`src/hdl/stt_pkg.sv`:
```
// Package for the software timer table: sizes, operation, result and status codes,
// and the structs that pass between the sequencer and the entry table.
// Depends on nothing.
package stt_pkg;

    // Table size and derived index width
    localparam int NUM_TIMERS    = 16;
    localparam int QUEUE_ID_BITS = 4;
    localparam int IDX_BITS      = (NUM_TIMERS > 1) ? $clog2(NUM_TIMERS) : 1;

    // Operation codes
    localparam logic [2:0] OP_ALLOC = 3'd0;
    localparam logic [2:0] OP_FREE  = 3'd1;
    localparam logic [2:0] OP_BIND  = 3'd2;
    localparam logic [2:0] OP_ARM   = 3'd3;
    localparam logic [2:0] OP_TICK  = 3'd4;

    // Result kinds
    localparam logic [1:0] KIND_ACK    = 2'd0;
    localparam logic [1:0] KIND_EXPIRY = 2'd1;
    localparam logic [1:0] KIND_DONE   = 2'd2;

    // Entry status codes
    localparam logic [1:0] ST_FREE  = 2'd0;
    localparam logic [1:0] ST_ALLOC = 2'd1;   // allocated flag
    localparam logic [1:0] ST_RUN   = 2'd2;   // running flag

    // Write command into the entry table
    typedef struct packed {
        logic                     status_we;
        logic [1:0]               status_val;
        logic                     bind_we;
        logic                     arm_we;
        logic [IDX_BITS-1:0]      addr;
        logic [31:0]              deadline;
        logic [QUEUE_ID_BITS-1:0] queue;
        logic [7:0]               payload;
    } tbl_wr_t;

    // Contents of one entry as read back
    typedef struct packed {
        logic [1:0]               status;
        logic [31:0]              deadline;
        logic [QUEUE_ID_BITS-1:0] queue;
        logic [7:0]               payload;
    } tbl_rd_t;

endpackage

```
`src/hdl/stt_table.sv`:
```
// Entry storage of the software timer table: status, deadline, queue and data byte.
// One write port and one read port at the scan address. Uses stt_pkg.
module stt_table import stt_pkg::*; (
    input  logic                aclk,
    input  logic                aresetn,
    input  tbl_wr_t             wr,
    input  logic [IDX_BITS-1:0] rd_addr,
    output tbl_rd_t             rd
);

    logic [1:0]               status_reg   [NUM_TIMERS];
    logic [31:0]              deadline_reg [NUM_TIMERS];
    logic [QUEUE_ID_BITS-1:0] queue_reg    [NUM_TIMERS];
    logic [7:0]               payload_reg  [NUM_TIMERS];

    // Status: cleared to free at reset
    always_ff @(posedge aclk) begin
        if (!aresetn) begin
            for (int i = 0; i < NUM_TIMERS; i++) begin
                status_reg[i] <= ST_FREE;
            end
        end else if (wr.status_we) begin
            status_reg[wr.addr] <= wr.status_val;
        end
    end

    // Deadline, queue and byte: hold whatever was written last
    always_ff @(posedge aclk) begin
        if (wr.arm_we) begin
            deadline_reg[wr.addr] <= wr.deadline;
        end
        if (wr.bind_we) begin
            queue_reg[wr.addr]   <= wr.queue;
            payload_reg[wr.addr] <= wr.payload;
        end
    end

    // Read the entry under the scan pointer
    assign rd.status   = status_reg[rd_addr];
    assign rd.deadline = deadline_reg[rd_addr];
    assign rd.queue    = queue_reg[rd_addr];
    assign rd.payload  = payload_reg[rd_addr];

endmodule

```
`src/hdl/software_timer_table.sv`:
```
// Software timer table: input handshake, sequencer, tick counter and output register.
// Uses stt_pkg and stt_table.
//
// Usage: each input item carries one operation (allocate, free, bind, arm, tick)
// on s_* with s_valid/s_ready. Results leave on m_* with m_valid/m_ready; m_last
// marks the final result of an item. Allocate, free, bind, arm and unknown codes
// give one acknowledge; tick gives one expiry result per timer that fires, in
// index order, then a done result.
// Timing: free, bind and arm pass from idle to S_ACK, which loads the acknowledge
// into the output register once it is free. Allocate walks the status entries one
// per cycle through the sequencer. Tick walks every entry one per cycle through the
// single deadline comparator while the receiver keeps m_ready high. s_ready is high
// only while the sequencer is idle; the next item may be accepted while the final
// result still waits in the output register.
// Stalls: when m_ready is low with a result pending, a tick scan holds on the
// next firing entry until the output register frees up; nothing is lost.
// Reset: all entries become free, the tick count goes to zero and no result is
// pending. Deadline, queue and byte of an entry are undefined until written.
module software_timer_table import stt_pkg::*; (
    input  logic                     aclk,
    input  logic                     aresetn,
    input  logic                     s_valid,
    output logic                     s_ready,
    input  logic [2:0]               s_operation,
    input  logic [3:0]               s_timer_index,
    input  logic [31:0]              s_deadline,
    input  logic [QUEUE_ID_BITS-1:0] s_queue_id,
    input  logic [7:0]               s_payload_byte,
    output logic                     m_valid,
    input  logic                     m_ready,
    output logic [1:0]               m_kind,
    output logic                     m_ok,
    output logic [3:0]               m_entry_index,
    output logic [QUEUE_ID_BITS-1:0] m_target_queue,
    output logic [7:0]               m_expiry_byte,
    output logic                     m_last
);

    typedef enum logic [2:0] {
        S_IDLE,
        S_ACK,
        S_ALLOC,
        S_TICK,
        S_DONE
    } state_t;

    state_t                   state_reg;
    logic [IDX_BITS-1:0]      scan_idx_reg;
    logic [31:0]              tick_count_reg;
    logic                     ack_ok_reg;
    logic [3:0]               ack_idx_reg;

    logic                     m_valid_reg;
    logic [1:0]               m_kind_reg;
    logic                     m_ok_reg;
    logic [3:0]               m_entry_index_reg;
    logic [QUEUE_ID_BITS-1:0] m_target_queue_reg;
    logic [7:0]               m_expiry_byte_reg;
    logic                     m_last_reg;

    tbl_wr_t                  tbl_wr;
    tbl_rd_t                  tbl_rd;

    logic                     accept;
    logic                     out_free;
    logic                     idx_ok;
    logic                     hit;
    logic                     last_scan;
    logic                     emit;
    logic [IDX_BITS-1:0]      op_addr;

    stt_table u_table (
        .aclk    (aclk),
        .aresetn (aresetn),
        .wr      (tbl_wr),
        .rd_addr (scan_idx_reg),
        .rd      (tbl_rd)
    );

    // Handshake and shared compare
    assign s_ready   = (state_reg == S_IDLE);
    assign accept    = s_valid && s_ready;
    assign out_free  = !m_valid_reg || m_ready;
    assign idx_ok    = ({28'd0, s_timer_index} < 32'(NUM_TIMERS));
    assign op_addr   = IDX_BITS'(s_timer_index);
    assign hit       = (tbl_rd.status == ST_RUN) && (tbl_rd.deadline <= tick_count_reg);
    assign last_scan = (scan_idx_reg == IDX_BITS'(NUM_TIMERS - 1));
    assign emit      = out_free && ((state_reg == S_ACK) || (state_reg == S_DONE) ||
                                    (state_reg == S_TICK && hit));

    // Build the table write for this cycle
    always_comb begin
        tbl_wr            = '0;
        tbl_wr.deadline   = s_deadline;
        tbl_wr.queue      = s_queue_id;
        tbl_wr.payload    = s_payload_byte;
        tbl_wr.addr       = scan_idx_reg;
        tbl_wr.status_val = ST_ALLOC;
        unique case (state_reg)
            S_IDLE: begin
                tbl_wr.addr       = op_addr;
                tbl_wr.status_we  = accept && idx_ok &&
                                    (s_operation == OP_FREE || s_operation == OP_ARM);
                tbl_wr.status_val = (s_operation == OP_FREE) ? ST_FREE : ST_RUN;
                tbl_wr.bind_we    = accept && idx_ok && (s_operation == OP_BIND);
                tbl_wr.arm_we     = accept && idx_ok && (s_operation == OP_ARM);
            end
            S_ALLOC: begin
                tbl_wr.status_we = (tbl_rd.status == ST_FREE);
            end
            S_TICK: begin
                tbl_wr.status_we = hit && out_free;
            end
            default: begin
                tbl_wr.status_we = 1'b0;
            end
        endcase
    end

    // Sequencer, tick counter and output register
    always_ff @(posedge aclk) begin
        if (!aresetn) begin
            state_reg      <= S_IDLE;
            scan_idx_reg   <= '0;
            tick_count_reg <= '0;
            m_valid_reg    <= 1'b0;
        end else begin
            if (m_valid_reg && m_ready && !emit) begin
                m_valid_reg <= 1'b0;
            end
            unique case (state_reg)
                S_IDLE: begin
                    if (accept) begin
                        scan_idx_reg <= '0;
                        priority if (s_operation == OP_ALLOC) begin
                            state_reg <= S_ALLOC;
                        end else if (s_operation == OP_TICK) begin
                            tick_count_reg <= tick_count_reg + 32'd1;
                            state_reg      <= S_TICK;
                        end else if (s_operation == OP_FREE || s_operation == OP_BIND ||
                                     s_operation == OP_ARM) begin
                            ack_ok_reg  <= idx_ok;
                            ack_idx_reg <= s_timer_index;
                            state_reg   <= S_ACK;
                        end else begin
                            ack_ok_reg  <= 1'b0;
                            ack_idx_reg <= '0;
                            state_reg   <= S_ACK;
                        end
                    end
                end
                S_ALLOC: begin
                    // Claim the first free entry, or fail after the last one
                    if (tbl_rd.status == ST_FREE) begin
                        ack_ok_reg  <= 1'b1;
                        ack_idx_reg <= 4'(scan_idx_reg);
                        state_reg   <= S_ACK;
                    end else if (last_scan) begin
                        ack_ok_reg  <= 1'b0;
                        ack_idx_reg <= '0;
                        state_reg   <= S_ACK;
                    end else begin
                        scan_idx_reg <= scan_idx_reg + IDX_BITS'(1);
                    end
                end
                S_ACK: begin
                    if (out_free) begin
                        m_valid_reg        <= 1'b1;
                        m_kind_reg         <= KIND_ACK;
                        m_ok_reg           <= ack_ok_reg;
                        m_entry_index_reg  <= ack_idx_reg;
                        m_target_queue_reg <= '0;
                        m_expiry_byte_reg  <= '0;
                        m_last_reg         <= 1'b1;
                        state_reg          <= S_IDLE;
                    end
                end
                S_TICK: begin
                    // Emit a firing entry when the output is free; hold otherwise
                    if (!hit || out_free) begin
                        if (hit) begin
                            m_valid_reg        <= 1'b1;
                            m_kind_reg         <= KIND_EXPIRY;
                            m_ok_reg           <= 1'b1;
                            m_entry_index_reg  <= 4'(scan_idx_reg);
                            m_target_queue_reg <= tbl_rd.queue;
                            m_expiry_byte_reg  <= tbl_rd.payload;
                            m_last_reg         <= 1'b0;
                        end
                        if (last_scan) begin
                            state_reg <= S_DONE;
                        end else begin
                            scan_idx_reg <= scan_idx_reg + IDX_BITS'(1);
                        end
                    end
                end
                S_DONE: begin
                    if (out_free) begin
                        m_valid_reg        <= 1'b1;
                        m_kind_reg         <= KIND_DONE;
                        m_ok_reg           <= 1'b1;
                        m_entry_index_reg  <= '0;
                        m_target_queue_reg <= '0;
                        m_expiry_byte_reg  <= '0;
                        m_last_reg         <= 1'b1;
                        state_reg          <= S_IDLE;
                    end
                end
                default: begin
                    state_reg <= S_IDLE;
                end
            endcase
        end
    end

    assign m_valid        = m_valid_reg;
    assign m_kind         = m_kind_reg;
    assign m_ok           = m_ok_reg;
    assign m_entry_index  = m_entry_index_reg;
    assign m_target_queue = m_target_queue_reg;
    assign m_expiry_byte  = m_expiry_byte_reg;
    assign m_last         = m_last_reg;

    // After an accepted item the sequencer is busy, so s_ready is low in the next cycle
    a_busy_after_accept: assert property (@(posedge aclk) disable iff (!aresetn)
        accept |=> !s_ready)
        else $error("s_ready high right after an item was accepted");

    // A tick starts its scan at entry zero
    a_tick_scan_start: assert property (@(posedge aclk) disable iff (!aresetn)
        (accept && s_operation == OP_TICK) |=> (state_reg == S_TICK && scan_idx_reg == '0))
        else $error("tick scan did not start at entry zero");

    // A firing entry with a free output becomes an expiry result next cycle
    a_expiry_emitted: assert property (@(posedge aclk) disable iff (!aresetn)
        (state_reg == S_TICK && hit && out_free) |=>
            (m_valid_reg && m_kind_reg == KIND_EXPIRY && !m_last_reg))
        else $error("firing entry did not produce an expiry result");

    // The tick count moves only on an accepted tick
    a_tick_count_hold: assert property (@(posedge aclk) disable iff (!aresetn)
        (state_reg != S_IDLE) |=> $stable(tick_count_reg))
        else $error("tick count changed outside a tick acceptance");

endmodule
```
`config.mk`:
```
export PLATFORM = sky130hd
export DESIGN_NAME = software_timer_table
export DESIGN_NICKNAME = d
export VERILOG_FILES = /design/src/hdl/stt_pkg.sv /design/src/hdl/stt_table.sv /design/src/hdl/software_timer_table.sv
export SDC_FILE = /design/constraint.sdc
export NUM_CORES = 1
export LEC_CHECK = 0
export ABC_AREA = 0
export BUFFER_PORTS_ARGS = -buffer_cell sky130_fd_sc_hd__buf_2
export CORE_MARGIN = 3
export CORE_UTILIZATION = 36
export DETAILED_ROUTE_END_ITERATION = 12
export PLACE_DENSITY = 0.6
export REMOVE_ABC_BUFFERS = 1
export SLEW_MARGIN = 20
export SYNTH_ARGS = -nofsm -noshare
export SYNTH_HDL_FRONTEND = slang
export SYNTH_HIERARCHICAL = 1
export SYNTH_SLANG_ARGS = --single-unit
```
`constraint.sdc`:
```
create_clock -name aclk -period 5 [get_ports aclk]
set_clock_uncertainty 0.2 [all_clocks]
set_input_delay 1 -clock aclk [delete_from_list [all_inputs] [get_ports aclk]]
set_output_delay 1 -clock aclk [all_outputs]
set_load 0.005 [all_outputs]
```
# --- After elaboration in Yosys (flattened, before gate mapping) ---
# Memory sizes are Yosys's and may differ from the RTL's. A register that Yosys moved wholly into a read port is not among the register bits.
# Cells that the tools add are included.
# Widths: inputs -> output; s select.
totals:
  ff_bits: 65
  ram_bits: 736
  inputBits: 55
  out_inout_bits: 22
  wordCells: 156
  n_memories: 4
mem_list:
  columns: ["memory", "words", "word_bits", "rd", "rd_clocked_by_memory_dff", "wr", "line_no", "text"]
  rows:
  - ["u_table.deadline_reg", 16, 32, 1, 1, 1, "stt_table.sv:12", "logic [31:0] deadline_reg [NUM_TIMERS];"]
  - ["u_table.payload_reg", 16, 8, 1, 1, 1, "stt_table.sv:14", "logic [7:0] payload_reg [NUM_TIMERS];"]
  - ["u_table.queue_reg", 16, 4, 1, 1, 1, "stt_table.sv:13", "logic [QUEUE_ID_BITS-1:0] queue_reg [NUM_TIMERS];"]
  - ["u_table.status_reg", 16, 2, 1, 1, 16, "stt_table.sv:11", "logic [1:0] status_reg [NUM_TIMERS];"]
op_classes:
  n_addsub: 2
  magnitude_cmp: 1
  eq_ne: 21
  muxes: 80
  bitwise_logic: 1
  n_reduce_logical: 35
op_table:
  columns: ["op", "count"]
  rows:
  - ["$mux 4", 25]
  - ["$add 32x1->32 const B", 1]
  - ["$le 32x32->1", 1]
  - ["$mux 8", 4]
  - ["$mux 1", 25]
  - ["$pmux 4 s3", 2]
  - ["$mux 3", 6]
  - ["$mux 2", 8]
  - ["$pmux 4 s2", 2]
  - ["$pmux 8 s2", 1]
  - ["$ne 2x2->1 const B", 7]
  - ["$eq 3x2->1 const B", 4]
  - ["$pmux 3 s4", 1]
  - ["$reduce_and 6->1", 2]
  - ["$logic_and 1x1->1", 10]
  - ["$reduce_and 5->1", 2]
  - ["$reduce_and 4->1", 2]
  - ["$logic_or 1x1->1", 7]
  - ["$eq 3x1->1 const B", 2]
  - ["$eq 3x3->1 const B", 2]
  - ["$logic_not 3->1", 2]
  - ["$ne 2x1->1 const B", 3]
  - ["$pmux 1 s2", 3]
  - ["$pmux 1 s3", 2]
  - ["11 further kinds", 16]

# --- Longest topological paths before layout ---
# Gate-level depths: netlist (run 1).
logic_depth:
  word_depth: 11
  depth_mapped: 17
  mapped_depth_nobuf: 14

# --- Hierarchy ---
# Netlist (run 1), hierarchy kept.
by_module_without_submodules:
  columns: ["mod", "n_inst", "cells_per_inst", "area_each_um2", "seq_area_each_um2"]
  rows:
  - ["stt_table", 1, 1241, 27953.1, 22101.2]
  - ["software_timer_table", 1, 423, 3922.5, 1551.5]

# --- Least setup slack after synthesis (run 1) ---
# Ideal clock, no wire load.
synth_path:
  kind: "register to register"
  start: "register, netlist name scan_idx_reg[0]"
  end: "register m_expiry_byte_reg[0], in the netlist m_expiry_byte[0] (enable)"
  setup_ns: 0.404
  t_arrival_ns: 4.160
  required_time_ns: 4.396
  setup_slack_ns: 0.236
  path_stages_with_launch: 15
  path_buffers: 3
  period_less_slack_ns: 4.764
  path_cell_list: "dfxtp_1 -> clkbuf_1 -> buf_6 -> buf_4 -> mux4_2 -> a22oi_1 -> nand2_1 -> ha_1 -> and4_1 -> nor4bb_1 -> and2_1 -> o22ai_1 -> nor2_1 -> o21ai_0 -> o31ai_1"
synth_rtl:
  columns: ["element", "line_no", "text"]
  rows:
  - ["end signal: assignment", "software_timer_table.sv:187", "m_expiry_byte_reg <= tbl_rd.payload;"]
  - ["end: declaration", "software_timer_table.sv:58", "logic [7:0] m_expiry_byte_reg;"]

==> results of run 1 <==
[timing repair]
item,in CTS,in global routing
pin swaps,0,1
gates cloned,0,1
gates resized for setup,1,8
endpoints found under the setup margin,12,85
[cells in the final DEF, fill, tap and decap left out, types with 11 or more instances in the layout]
cell / count
sky130_fd_sc_hd__edfxtp_1: 761
sky130_fd_sc_hd__mux4_2: 184
sky130_fd_sc_hd__nand2_1: 103
sky130_fd_sc_hd__a22oi_1: 92
sky130_fd_sc_hd__clkbuf_16: 87
sky130_fd_sc_hd__buf_2: 76
sky130_fd_sc_hd__nor2_1: 69
sky130_fd_sc_hd__buf_4: 50
sky130_fd_sc_hd__dfxtp_1: 38
sky130_fd_sc_hd__ha_1: 34
sky130_fd_sc_hd__inv_1: 33
sky130_fd_sc_hd__o21ai_0: 26
sky130_fd_sc_hd__and2_1: 26
sky130_fd_sc_hd__xnor2_1: 26
sky130_fd_sc_hd__clkbuf_1: 25
sky130_fd_sc_hd__nand3_1: 19
sky130_fd_sc_hd__buf_12: 19
sky130_fd_sc_hd__clkinv_1: 18
sky130_fd_sc_hd__nor2b_1: 18
sky130_fd_sc_hd__nand4_1: 17
sky130_fd_sc_hd__nor2_4: 17
sky130_fd_sc_hd__a21oi_1: 15
sky130_fd_sc_hd__nor3_1: 11
sky130_fd_sc_hd__clkinv_2: 11
[final cells by class]
cell class | count | area [µm²]
antenna | 2 | 5.00
clock buffer | 115 | 2300
clock inverter | 40 | 379
fill | 7658 | 50400
inverter | 35 | 131
multi-input combinational | 745 | 7800
sequential | 801 | 23700
tap | 1155 | 1450
timing repair buffer | 147 | 1190
[worst register-to-register path, cell delays in order (launching register included)]
cell and delay, ns:
sky130_fd_sc_hd__dfxtp_4 0.48, sky130_fd_sc_hd__buf_16 0.22, sky130_fd_sc_hd__buf_12 0.24, sky130_fd_sc_hd__mux4_2 0.55, sky130_fd_sc_hd__a22oi_1 0.26, sky130_fd_sc_hd__nand2_1 0.13
sky130_fd_sc_hd__ha_1 0.32, sky130_fd_sc_hd__nand4_1 0.17, sky130_fd_sc_hd__nor4_1 0.45, sky130_fd_sc_hd__and2_1 0.19, sky130_fd_sc_hd__o22ai_1 0.12, sky130_fd_sc_hd__nor2_2 0.32
sky130_fd_sc_hd__a311o_2 0.30, sky130_fd_sc_hd__nand2_1 0.11, sky130_fd_sc_hd__o21ai_0 0.36
[Yosys cell counts, types with 17 or more instances]
master / n / area, µm²
sky130_fd_sc_hd__o21ai_0: 31 / 155
sky130_fd_sc_hd__edfxtp_1: 761 / 22900
sky130_fd_sc_hd__xnor2_1: 26 / 228
sky130_fd_sc_hd__nor2b_1: 20 / 125
sky130_fd_sc_hd__mux4_2: 184 / 4140
sky130_fd_sc_hd__ha_1: 34 / 425
sky130_fd_sc_hd__nor2_1: 87 / 327
sky130_fd_sc_hd__dfxtp_1: 40 / 801
sky130_fd_sc_hd__inv_1: 33 / 124
sky130_fd_sc_hd__nand4_1: 17 / 106
sky130_fd_sc_hd__nand2_1: 103 / 387
sky130_fd_sc_hd__clkbuf_1: 49 / 184
sky130_fd_sc_hd__a22oi_1: 92 / 691
sky130_fd_sc_hd__nand3_1: 19 / 95.1
sky130_fd_sc_hd__and2_1: 27 / 169
[per-layer routing]
metal,part of all wire (%),wire (µm),GRT usage (%)
met1,44,32300,22.7
met2,49,35900,26.2
met3,5.9,4340,2.71
met4,1.8,1310,3.92
met5,0.018,13,0
[metrics by stage]
stage               TNS (ns)  cell area, µm²  setup WS [ns]  hold WS (ns)  power [W]
finish                     0           36900          0.245         0.276     0.0146
global route               0           36900        0.00804         0.308     0.0150
CTS                        0           36900         0.0427         0.279     0.0147
detailed placement   -0.0497           34200        -0.0249         0.268    0.00864
global placement           0           34200          0.229         0.247    0.00862
floorplan           -3766.00           31400          -6.68         0.238    0.00839
[power by group through the flow]
stage | registers (W) | clock network, W | logic [W]
5_1_grt | 0.00744 | 0.00645 | 0.00116
3_5_place_dp | 0.00758 | 0 | 0.00107
4_1_cts | 0.00744 | 0.00618 | 0.00107
2_1_floorplan | 0.00768 | 0 | 0.000707
6_report | 0.00744 | 0.00605 | 0.00106
3_3_place_gp | 0.00757 | 0 | 0.00104
[worst paths after layout]
path	cells after the start	from	slack (ns)	to
worst min register to register	2	tick_count_reg[31]	0.28	tick_count_reg[31]
worst max-delay path	14	scan_idx_reg[0]	0.24	u_table/status_reg[10][0]
worst max register to register	14	scan_idx_reg[0]	0.24	u_table/status_reg[10][0]
worst min-delay path	2	tick_count_reg[31]	0.28	tick_count_reg[31]
[logic make-up (layout without fill, tap and decap cells)]
family	after synthesis	in the layout	synth area share (%)
xor gates and xnor gates	26	26	0.714
buffers and inverters	118	337	1.82
other	0	2	0
AOI/OAI and AO/OA	172	172	3.78
adders and majority gates	34	34	1.33
and+or+nand+nor	325	325	5.02
muxes	188	188	13.1
DFF	801	801	74.2
==> results.ini, run 1 <==
[outcome]
outcome=completed

[timing]
count_of_pins_over_their_slew_limit=0
setup_viol_count_final=0
grt_setup_unrepaired=no
slew_headroom_pct=32.8
max_clock_freq_ghz=0.210
timing_hold_violations_final=0
min_period_over_period_pct=95.1
worstMarginPinSlew_ns=1.01
final.min_clock_period_ns=4.76

[final_layout]
final_cell_count_no_fill=3040
drive_gt1_share_pct=25.8
finished_core_util_pct=42.3
max_ffs_per_register=512
flow.area_growth_from_synthesis_pct=15.8
design.final.nets=1903

[logic_synthesis]
synth_edf_count=761
postSynthAreaPerCell_um2=19.2
asyncSetResetFlopFracSynth_pct=0
postSynthCellCount=1664
synth.ff_latch_count=801
synth.lib_cells_used.distinct=57
synth.cell_area_um2=31900
synth-main-ff-cell=sky130_fd_sc_hd__edfxtp_1
synth_sequential_area_ratio_pct=74.2
synth.yosys.warnings=6

[job]
maxCapViolations=0

[min_path]
min_path_type=reg2reg

[drt]
drt-wirelength-per-cell_um=24.3
num_vias=16300
routed_wirelength_um=73900
route.antenna.remaining_nets=0
remaining_drc_errors=0
firstDrtPassIters=5
detail_route.iter0.violations=1393
route.detailed.vias_per_inst=5.36

[grt]
maximum_number_of_pins_on_one_net_before_global_route_repair=56
first_global_vias=16500
antenna_violations_before_repair=5
groute.usage.overall_pct=16.1
first_pass_grt_wire_length_um=109000
globalRouteOverflowTotal=0

[power_and_ir_drop]
largest_vdd_supply_drop_mv=0.307
sequentialPowerShare_pct=51.1
power.net_switching_w=0.00314
leakage_nw=11.5
clock_power_share_pct=41.6
internal-power_w=0.0114
powerDensity_nw_per_um2=394
power.share.switching_pct=21.6
comb_pwr_share_pct=7.3

[worst_setup_path]
cpLargestDelayFamily=simple AND/OR/NAND/NOR gates
timing.critical_path.slowest_cell_delay_ns=0.53
crit_path_max_fanout=25
worst_ep_arrival_time_ns=4.82
worstSetupStartpointType=flip-flop
critical_path.n_buffers_inverters=2
timing.critical_path.cells=buf_16 > buf_12 > mux4_2 > a22oi_1 > nand2_1 > ha_1 > nand4_1 > nor4_1 > and2_1 > o22ai_1 > nor2_2 > a311o_2 > nand2_1 > o21ai_0
timing.setup.critical_path_class=reg2reg
timing.critical_path.to_type=flip-flop
slowest_stage=sky130_fd_sc_hd__mux4_2
worst-endpoint-required_ns=5.07
crit_top_cell=sky130_fd_sc_hd__nand2_1

[clock_tree]
cts_max_level=3
post_cts_buffers=0
cts.sinks=801
worst_setup_hold_path_clk_slew_ns=0.06
cts_hold_repair.buffers=0
clk-insertion-delay-late_ns=0.63
cts_root_buf=sky130_fd_sc_hd__clkbuf_16
cts_buffers=84
cts_tree=yes
clk_path_buf_depth=3

[die]
dieHeight_um=304
design.core.area_um2=87300
start_util_pct=36.5
design.portCount=77
dieArea_um2=92100
rows=108
width_of_the_die_um=304

[place]
globalplace.congestion=0.816
place.port_buffers=76
dpl.cell_count=2882
hpwl_um=42100

No activity file was read; power rests on OpenSTA's default activity.
==> run 2: changes to the inputs <==
Settings changed: CTS_BUF_LIST set to sky130_fd_sc_hd__clkbuf_8.
==> results.ini, run 2 (synthesis results as in run 1) <==
[outcome]
outcome=completed

[die]
width_of_the_die_um=304
design.core.area_um2=87300
design.portCount=77
dieHeight_um=304
dieArea_um2=92100
rows=108
start_util_pct=36.5

[final_layout]
final_cell_mix=sky130_fd_sc_hd__edfxtp_1 (761), sky130_fd_sc_hd__mux4_2 (184), sky130_fd_sc_hd__clkbuf_8 (142), sky130_fd_sc_hd__nand2_1 (103), sky130_fd_sc_hd__a22oi_1 (92)
max_ffs_per_register=512
mostFrequentLayoutCell=sky130_fd_sc_hd__edfxtp_1
drive_gt1_share_pct=27.3
stdcell_area_um2=36600
final_cell_count_no_fill=3117
flow.area_growth_from_synthesis_pct=14.8
design.final.nets=1951

[worst_setup_path]
timing.setup.critical_path_class=reg2reg
crit_path_max_fanout=25
worst-endpoint-required_ns=5.22
rrSetupSlack_ns=0.28
rr_worst_depth=14
worstSetupStartpointType=flip-flop
critical_path.reg2reg.endpoint=u_table/status_reg[14][0]
timing.critical_path.to_type=flip-flop
worst_ep_arrival_time_ns=4.94
worst_r2r_start=scan_idx_reg[0]

[grt]
maximum_number_of_pins_on_one_net_before_global_route_repair=56
antenna_violations_before_repair=7
groute.usage.overall_pct=16.3
first_pass_grt_wire_length_um=110000
first_global_vias=17000
globalRouteOverflowTotal=0

[clock_tree]
clk_path_buf_depth=3
cts_tree=yes
cts_hold_repair.buffers=0
cts_max_level=4
worst_setup_hold_path_clk_slew_ns=0.06
post_cts_buffers=0
clk-insertion-delay-late_ns=0.77
cts_buffers=132
cts_root_buf=sky130_fd_sc_hd__clkbuf_8
cts.sinks=801

[timing]
min_period_over_period_pct=94.4
worstMarginPinSlew_ns=0.994
count_of_pins_over_their_slew_limit=0
timing_hold_violations_final=0
slew_headroom_pct=33.7
final.min_clock_period_ns=4.72
max_clock_freq_ghz=0.212
setup_viol_count_final=0

[power_and_ir_drop]
clock_power_share_pct=37.7
power.net_switching_w=0.00314
powerDensity_nw_per_um2=373
internal-power_w=0.0105
sequentialPowerShare_pct=54.5
power.share.switching_pct=23.1
leakage_nw=11.5
comb_pwr_share_pct=7.8
post-layout-total-power_w=0.0136
largest_vdd_supply_drop_mv=0.213

[drt]
remaining_drc_errors=0
route.antenna.remaining_nets=0
route.detailed.vias_per_inst=5.32
detail_route.iter0.violations=1438
routed_wirelength_um=74400
num_vias=16600
drt-wirelength-per-cell_um=23.9
firstDrtPassIters=5

[place]
globalplace.congestion=0.816
dpl.cell_count=2882
place.port_buffers=76
hpwl_um=42100
dpl_cell_area_um2=34200

[min_path]
timing.hold.worst_endpoint=tick_count_reg[31]
hold_path_startpoint=tick_count_reg[31]
min_path_type=reg2reg
holdPathStages=2

[job]
maxCapViolations=0

==> run 2: changes by cell type in the layout (fill, tap and decap cells not counted), sizes merged <==
cell,before,now
clkinvlp,0,7
diode,2,3
clkbuf,116,143
bufinv,6,0
clkinv,34,35
inv,35,82
==> run 2: routing by layer <==
layer / wire length, µm / vias up / part of all wire (%) / track usage, %
li1: - / 7175 / - / -
met3: 3770 / 114 / 5.1 / 3.06
met1: 32700 / 8775 / 44 / 22.5
met2: 36600 / 508 / 49 / 26.4
met4: 1320 / 2 / 1.8 / 5.16
met5: 14 / - / 0.019 / 0
==> run 2: final cells by class <==
type,instances,area [µm²]
repair buffers,147,1190
diodes,3,7.51
flip-flops and latches,801,23700
well taps,1155,1450
clock inverters,89,399
fillers,7728,50700
inverters,35,131
clock buffers,142,1950
multi-input cells,745,7800
==> run 2: worst max path at each step <==
stage	from	endpoint	slack [ns]
after floorplan	scan_idx_reg[0]	m_expiry_byte[0]	-6.68
after global placement	scan_idx_reg[0]	u_table/status_reg[13][1]	0.23
after detailed placement	scan_idx_reg[0]	u_table/status_reg[13][0]	-0.02
after CTS	scan_idx_reg[0]	u_table/status_reg[13][1]	0.03
after global routing	scan_idx_reg[0]	u_table/status_reg[14][0]	-0.004
final	scan_idx_reg[0]	u_table/status_reg[14][0]	0.28
==> run 2: repair_timing <==
| item | in CTS | in global routing |
|---|---|---|
| gates resized for setup | 1 | 7 |
| pin swaps | 0 | 1 |
| endpoints found under the setup margin | 14 | 86 |
| cloned | 0 | 1 |
==> run 2: worst max-delay path: stages (launching register included) <==
cell                        delay (ns)
sky130_fd_sc_hd__dfxtp_4          0.48
sky130_fd_sc_hd__buf_16           0.21
sky130_fd_sc_hd__buf_12           0.23
sky130_fd_sc_hd__mux4_2           0.53
sky130_fd_sc_hd__a22oi_1          0.25
sky130_fd_sc_hd__nand2_1          0.13
sky130_fd_sc_hd__ha_1             0.32
sky130_fd_sc_hd__a21oi_1          0.14
sky130_fd_sc_hd__o21ai_0          0.12
sky130_fd_sc_hd__a2111oi_1        0.46
sky130_fd_sc_hd__a32oi_1          0.21
sky130_fd_sc_hd__nor2_2           0.28
sky130_fd_sc_hd__a311o_2          0.30
sky130_fd_sc_hd__nand3_1          0.14
sky130_fd_sc_hd__o21ai_0          0.35
==> run 2: stage by stage <==
step	utilization [%]	hold slack [ns]	worst slack (ns)	setup TNS [ns]
floorplan	-	0.238	-6.68	-3766.00
detailed placement	39.2	0.268	-0.0249	-0.0497
CTS	41.9	0.278	0.0333	0
global route	41.9	0.308	-0.00449	-0.00833
finish	41.9	0.274	0.281	0
global placement	39.2	0.247	0.229	0
==> run 2: power groups by stage <==
stage          combinational (W)  sequential (W)  clock (W)
6_report                 0.00106         0.00744    0.00514
2_1_floorplan           0.000707         0.00768          0
5_1_grt                  0.00116         0.00744    0.00560
3_5_place_dp             0.00107         0.00758          0
3_3_place_gp             0.00104         0.00757          0
4_1_cts                  0.00107         0.00744    0.00529
==> run 3: changes to the inputs <==
Settings changed: BUFFER_PORTS_ARGS -buffer_cell sky130_fd_sc_hd__buf_2 to -buffer_cell sky130_fd_sc_hd__clkbuf_2, MAX_ROUTING_LAYER set to met4.
==> results.ini, run 3 (synthesis results as in run 1) <==
[final_layout]
final_cell_count_no_fill=3123
finished_core_util_pct=41.8
design.final.nets=1954
max_ffs_per_register=512
fillerInstances=7757
final_cell_mix=sky130_fd_sc_hd__edfxtp_1 (761), sky130_fd_sc_hd__mux4_2 (184), sky130_fd_sc_hd__clkbuf_8 (138), sky130_fd_sc_hd__nand2_1 (103), sky130_fd_sc_hd__a22oi_1 (92)
flow.area_growth_from_synthesis_pct=14.5
mostFrequentLayoutCell=sky130_fd_sc_hd__edfxtp_1
drive_gt1_share_pct=27.2

[power_and_ir_drop]
clock_power_share_pct=37.6
powerDensity_nw_per_um2=372
internal-power_w=0.0105
leakage_nw=11.6
sequentialPowerShare_pct=54.7
power.share.switching_pct=22.9
largest_vdd_supply_drop_mv=0.244
power.net_switching_w=0.00312
comb_pwr_share_pct=7.7

[clock_tree]
clk_path_buf_depth=3
clk-insertion-delay-late_ns=0.77
cts_root_buf=sky130_fd_sc_hd__clkbuf_8
worst_setup_hold_path_clk_slew_ns=0.06
post_cts_buffers=0
cts.sinks=801
cts_hold_repair.buffers=0
cts_tree=yes
cts_buffers=132
cts_max_level=4

[worst_setup_path]
timing.critical_path.to_type=flip-flop
critical_path.reg2reg.endpoint=u_table/status_reg[12][1]
worst_r2r_start=scan_idx_reg[0]
rr_worst_depth=14
setup.worst_path.end=u_table/status_reg[12][1]
crit_path_max_fanout=27
timing.setup.critical_path_class=reg2reg
timing.critical_path.cells=buf_12 > buf_4 > mux4_2 > a22oi_1 > nand2_1 > ha_1 > nand4_1 > nor4_4 > nand2b_1 > a32oi_1 > nor2_1 > a311o_2 > nand3_1 > o21ai_0
slowest_stage=sky130_fd_sc_hd__mux4_2
worstSetupStartpointType=flip-flop
worst-endpoint-required_ns=5.20
timing.critical_path.slowest_cell_delay_ns=0.49
worst_ep_arrival_time_ns=4.88
setup.worst_path.start=scan_idx_reg[0]
rrSetupSlack_ns=0.33

[grt]
maximum_number_of_pins_on_one_net_before_global_route_repair=38
first_pass_grt_wire_length_um=110000
groute.usage.overall_pct=16.8
globalRouteOverflowTotal=0
antenna_violations_before_repair=5
first_global_vias=17100

[place]
place.port_buffers=76
dpl.cell_count=2886
globalplace.congestion=0.813
hpwl_um=41200

[drt]
detail_route.iter0.violations=1515
num_vias=16600
route.detailed.vias_per_inst=5.31
firstDrtPassIters=6
drt-wirelength-per-cell_um=23.7
remaining_drc_errors=0
routed_wirelength_um=74000
route.antenna.remaining_nets=0

[timing]
worstMarginPinSlew_ns=0.988
post_route_setup_tns_ns=0
max_clock_freq_ghz=0.214
final.min_clock_period_ns=4.67
timing_hold_violations_final=0
min_period_over_period_pct=93.4
setup_viol_count_final=0
grt_setup_unrepaired=no
count_of_pins_over_their_slew_limit=0
slew_headroom_pct=34.0

[die]
start_util_pct=36.5
design.core.area_um2=87300
dieHeight_um=304
dieArea_um2=92100
width_of_the_die_um=304
design.portCount=77
rows=108

[outcome]
outcome=completed

[job]
maxCapViolations=0

[min_path]
min_path_type=reg2reg

==> run 3: cell count changes in the layout (fill, tap and decap cells not counted), moves of 2 or more <==
cell,before,now
sky130_fd_sc_hd__clkinvlp_4,7,2
sky130_fd_sc_hd__clkbuf_2,0,76
sky130_fd_sc_hd__buf_4,50,61
sky130_fd_sc_hd__o21ai_1,4,2
sky130_fd_sc_hd__clkbuf_8,142,138
sky130_fd_sc_hd__buf_12,19,13
sky130_fd_sc_hd__buf_2,76,0
sky130_fd_sc_hd__clkinv_2,9,12
sky130_fd_sc_hd__diode_2,3,5
sky130_fd_sc_hd__o21ai_0,27,29
sky130_fd_sc_hd__clkinv_1,26,32
==> run 3: routing by layer <==
layer / wire length [µm] / vias up / GRT usage (%)
li1: - / 7191 / -
met1: 31700 / 8680 / 22.2
met2: 36100 / 575 / 26.5
met3: 4480 / 146 / 3.42
met4: 1620 / 0 / 4.97
met5: 0 / - / -
==> run 3: through the flow <==
stage	power, W	hold WS (ns)	setup WS (ns)	area [µm²]
floorplan	0.00839	0.238	-6.68	31400
global placement	0.00861	0.247	0.0531	34100
detailed placement	0.00864	0.279	-0.0900	34100
CTS	0.0138	0.287	0.126	36500
global route	0.0142	0.328	0.0135	36500
finish	0.0136	0.290	0.329	36500
==> run 3: layout make-up <==
cell class	count	area [µm²]	share of cell area, %
sequential	801	23700	64.8
antenna	5	12.5	0.0343
clock inverter	94	437	1.20
clock buffer	138	1900	5.20
tap	1155	1450	3.96
inverter	35	131	0.360
timing repair buffer	150	1100	3.01
multi-input combinational	745	7820	21.4
==> run 3: critical path, delay by kind of cell (launching register included) <==
kind                       cells  cell delay, ns
AOI/OAI and AO/OA              4            0.95
adders and majority gates      1            0.32
buffers and inverters          2            0.46
DFF                            1            0.43
muxes                          1            0.49
and+or+nand+nor                6            1.43
==> run 3: worst min path at each step <==
stage                             from                  to  slack, ns  cells after the start
finish              tick_count_reg[31]  tick_count_reg[31]       0.29                      2
global route                ack_ok_reg                m_ok       0.33                      1
CTS                 tick_count_reg[31]  tick_count_reg[31]       0.29                      2
detailed placement  tick_count_reg[31]  tick_count_reg[31]       0.28                      2
global placement    tick_count_reg[31]  tick_count_reg[31]       0.25                      2
floorplan           tick_count_reg[31]  tick_count_reg[31]       0.24                      2
==> run 3: power by group through the flow <==
stage / Sequential, W / Clock, W / Combinational, W
finish: 0.00744 / 0.00510 / 0.00105
global route: 0.00744 / 0.00559 / 0.00115
CTS: 0.00744 / 0.00527 / 0.00106
detailed placement: 0.00758 / 0 / 0.00106
global placement: 0.00757 / 0 / 0.00104
floorplan: 0.00768 / 0 / 0.000707
==> run 3: what timing repair did <==
item,4_1_cts,5_1_grt
gates resized for setup,1,5
pin swaps,0,0
setup endpoints to repair,54,64
